===== config.mk =====
export PLATFORM = sky130hd
export DESIGN_NAME = salc_ram
export DESIGN_NICKNAME = d
export VERILOG_FILES = /design/src/hw/rtl/salc_ram.sv
export SDC_FILE = /design/constraint.sdc
export NUM_CORES = 1
export LEC_CHECK = 0
export ABC_AREA = 0
export BUFFER_PORTS_ARGS = -buffer_cell sky130_fd_sc_hd__clkbuf_2
export CELL_PAD_IN_SITES_DETAIL_PLACEMENT = 2
export CELL_PAD_IN_SITES_GLOBAL_PLACEMENT = 2
export CORE_MARGIN = 8
export CORE_UTILIZATION = 48
export DETAILED_ROUTE_END_ITERATION = 6
export PLACE_DENSITY = 0.9
export SYNTH_ARGS = -nofsm -noshare
export SYNTH_HDL_FRONTEND = slang
export SYNTH_SLANG_ARGS = --single-unit

===== constraint.sdc =====
create_clock -name clk_i -period 2.5 [get_ports clk_i]
set_input_delay 0.5 -clock clk_i [delete_from_list [all_inputs] [get_ports clk_i]]
set_output_delay 0.5 -clock clk_i [all_outputs]
set_load 0.005 [all_outputs]

===== src/hw/rtl/salc_ram.sv =====
// Generic single-port-write, registered-read RAM.
module salc_ram #(
  parameter int unsigned WIDTH = 8,
  parameter int unsigned DEPTH = 16
) (
  input  logic                                        clk_i,
  input  logic                                        we_i,
  input  logic [((DEPTH > 1) ? $clog2(DEPTH) : 1)-1:0] waddr_i,
  input  logic [WIDTH-1:0]                            wdata_i,
  input  logic                                        re_i,
  input  logic [((DEPTH > 1) ? $clog2(DEPTH) : 1)-1:0] raddr_i,
  output logic [WIDTH-1:0]                            rdata_o
);

  logic [WIDTH-1:0] mem_q [DEPTH];
  logic [WIDTH-1:0] rdata_q;

  always_ff @(posedge clk_i) begin
    if (we_i) begin
      mem_q[waddr_i] <= wdata_i;
    end
    if (re_i) begin
      rdata_q <= mem_q[raddr_i];
    end
  end

  assign rdata_o = rdata_q;

endmodule


==> summary.log <==
INFO  run_status     outcome=finished clean
INFO  sta            hold_viol_final=0
INFO  power          static-leakage-power=2.11nW
INFO  drt            vias=2607
INFO  clock_network  cts_inserted_buffers=17
INFO  cells_and_area area_growth_syn_to_layout=18.8%
INFO  cells_and_area n_antenna_cell=0
INFO  clock_network  tritoncts=done
INFO  run            drv_cap=0
INFO  global_route   first_global_vias=2928
INFO  sta            fin_crit_sh=69.0%
INFO  global_route   pin_count_of_the_biggest_net_entering_global_routing=33
INFO  critical_path  path_buf_inv=2
INFO  logic_synthesis ys_ff_latch=136
INFO  sta            final-setup-viol-count=0
INFO  critical_path  crit_slowest_cell=sky130_fd_sc_hd__mux4_1
INFO  clock_network  h-tree-depth=4
INFO  power          worst_ir_drop_vdd=0.453mV
INFO  global_route   groute.usage.overall=20.7%
INFO  logic_synthesis post_synth_inst_count=229
INFO  power          power.density=866nW/um^2
INFO  sta            fin_setup_tns=0ns
INFO  drt            route.detailed.wl_per_inst=32.1um
INFO  critical_path  worstSetupStartpointType=input port
INFO  cells_and_area layout.cells.most_common=sky130_fd_sc_hd__edfxtp_1
INFO  cells_and_area ratio_of_cells_with_drive_above_1_in_the_final_layout=32.1%
INFO  sta            period_needed=1.72ns
INFO  floorplanning  dieHeight=120um
INFO  critical_path  path_delay_family=multiplexers
INFO  global_route   gr-total-overflow=0
INFO  drt            drt_drc_violations_left=0
INFO  logic_synthesis yosysWarningCount=0
INFO  clock_network  cts_repair_resize_count=0
INFO  clock_network  clock_sink_count=136
INFO  floorplanning  core_area=10700um^2
INFO  logic_synthesis avgSynthCellArea=22.8um^2
INFO  sta            finalClockSkew=0.0158ns
INFO  floorplanning  floorplan.io_pins=27
INFO  floorplanning  placement_rows=38
INFO  global_route   grt_first_pass_wirelength=20700um
INFO  sta            worst-slew-pin-transition=0.669ns
INFO  place          io_buffer_count=26
INFO  clock_network  cts_hold_repair.buffers=0
INFO  critical_path  timing.critical_path.arrival=1.98ns
INFO  clock_network  clock_insertion_delay_worst_skew=0.53ns
INFO  floorplanning  die_x=120um
INFO  floorplanning  die_area=14500um^2
INFO  clock_network  clock_path_buffers=2
INFO  logic_synthesis total_standard_cell_area_after_synthesis=5230um^2
INFO  logic_synthesis yosys.cell_types.count=18
INFO  global_route   initial_antenna_violation_count=0
INFO  cells_and_area post_layout_nonfiller_instances=436
INFO  place          post-place-cells=405
INFO  cells_and_area final_nets=303
INFO  clock_network  ctsRootBufferMaster=sky130_fd_sc_hd__clkbuf_8
INFO  critical_path  cp_cell_sequence=clkbuf_2, buf_4, mux4_1, a22oi_1, nand2_1
INFO  clock_network  clk_pin_slew=0.07ns
INFO  drt            vias_per_cell=5.98
INFO  drt            detailedRoute.firstIterationViolations=227
INFO  sta            slew_headroom=55.3%
INFO  hold_path      worst_hold_path_type=input port to flop
INFO  logic_synthesis synth.net_count=248
INFO  place          place.gp.congestion=0.712
INFO  place          place_hpwl=8620um
INFO  power          total_power=5.38mW
INFO  clock_network  post-cts-setup-buffer-count=0
INFO  sta            rsz_0062_raised_after_global_routing=false
INFO  critical_path  cpPeakStageDelay=0.61ns
INFO  sta            worst_setup_margin=0.776ns
INFO  drt            postRouteAntennaNets=0
INFO  sta            final_max_slew_viol_count=0
INFO  floorplanning  initial_cell_density_of_the_core=48.6%
INFO  logic_synthesis synth_seq_area_share=78.1%
INFO  critical_path  required=2.76ns
INFO  drt            totalWireLength=14000um
INFO  critical_path  worst-setup-path-type=input port to flop
INFO  place          place_ws=0.290ns
INFO  critical_path  worstSetupEndpointType=flop
INFO  sta            timing.fmax=580MHz
INFO  drt            detailedRoute.firstPassIterationCount=4
INFO  cells_and_area highest_count_cells_in_the_layout_ignoring_fill_and_taps=136 x sky130_fd_sc_hd__edfxtp_1, 26 x sky130_fd_sc_hd__clkbuf_2, 18 x sky130_fd_sc_hd__mux4_2, 18 x sky130_fd_sc_hd__buf_4
INFO  critical_path  path_max_fanout=11
==> cell type report <==
class                   count  area [um^2]
flip-flops and latches    136         4080
multi-input cells          83         1060
repair buffers             46          305
fillers                   900         4530
clock buffers              18          418
clock inverters            13          171
well taps                 140          175
==> metrics by stage <==
stage	hold WS [ns]	area (um^2)	util, %
global route	0.374	6210	57.8
global placement	0.739	5620	52.3
detailed placement	0.784	5620	52.3
floorplan	0.599	5230	-
finish	0.377	6210	57.8
CTS	0.350	6210	57.8
==> flip-flops by register name, indices dropped and copies added (netlist names) <==
| name | count |
|---|---|
| mem_q | 128 |
| rdata_o | 8 |
==> cell families after synthesis <==
kind of cell	synth area share (%)
flops	78.1
buf+inv	1.65
simple gates	3.14
compound gates	2.30
mux	14.8
==> worst reg2reg max path: cells and delay by family, from the launching register on <==
| family | cells | cell delay (ns) |
|---|---|---|
| compound gates | 1 | 0.33 |
| mux | 1 | 0.51 |
| simple gates | 1 | 0.15 |
| flops | 1 | 0.40 |
==> per-layer routing <==
layer | part of all wire [%] | track usage, % | vias up | routed length (um)
met1 | 43 | 26.9 | 1401 | 6010
met2 | 51 | 34.0 | 100 | 7180
met3 | 4.4 | 3.73 | 14 | 618
met4 | 1.4 | 8.74 | 0 | 199
li1 | - | - | 1092 | -
met5 | 0 | 0 | - | 0
==> Yosys cell counts <==
| cell type | count | share of area [%] |
|---|---|---|
| sky130_fd_sc_hd__a22oi_1 | 16 | 2.3 |
| sky130_fd_sc_hd__and2_1 | 1 | 0.12 |
| sky130_fd_sc_hd__and2b_1 | 1 | 0.14 |
| sky130_fd_sc_hd__buf_2 | 3 | 0.29 |
| sky130_fd_sc_hd__buf_4 | 1 | 0.14 |
| sky130_fd_sc_hd__buf_6 | 3 | 0.65 |
| sky130_fd_sc_hd__clkdlybuf4s25_2 | 3 | 0.57 |
| sky130_fd_sc_hd__edfxtp_1 | 136 | 78 |
| sky130_fd_sc_hd__mux4_1 | 14 | 7.0 |
| sky130_fd_sc_hd__mux4_2 | 18 | 7.8 |
| sky130_fd_sc_hd__nand2_1 | 9 | 0.65 |
| sky130_fd_sc_hd__nand2b_1 | 2 | 0.24 |
| sky130_fd_sc_hd__nand3_1 | 1 | 0.096 |
| sky130_fd_sc_hd__nand3b_1 | 2 | 0.29 |
| sky130_fd_sc_hd__nor2_1 | 13 | 0.93 |
| sky130_fd_sc_hd__nor2b_1 | 1 | 0.12 |
| sky130_fd_sc_hd__nor3_1 | 4 | 0.38 |
| sky130_fd_sc_hd__or3b_2 | 1 | 0.17 |
==> path summary, 6_finish.rpt <==
| kind | cells past startpoint | slack, ns | end | startpoint |
|---|---|---|---|---|
| min | 1 | 0.38 | rdata_o[2] | re_i |
| min reg2reg | 3 | 0.78 | rdata_o[6] | mem_q[11][6] |
| max reg2reg | 3 | 0.85 | rdata_o[1] | mem_q[10][1] |
| max | 5 | 0.78 | rdata_o[1] | raddr_i[0] |
==> report_power, final <==
part           leakage (nW)  internal (mW)  switching, mW
clock                 0.282           1.53           1.00
sequential             1.24           2.57         0.0187
combinational         0.593          0.101          0.159
total                  2.11           4.20           1.18
Note: power is estimated with default switching activity, not from simulation.
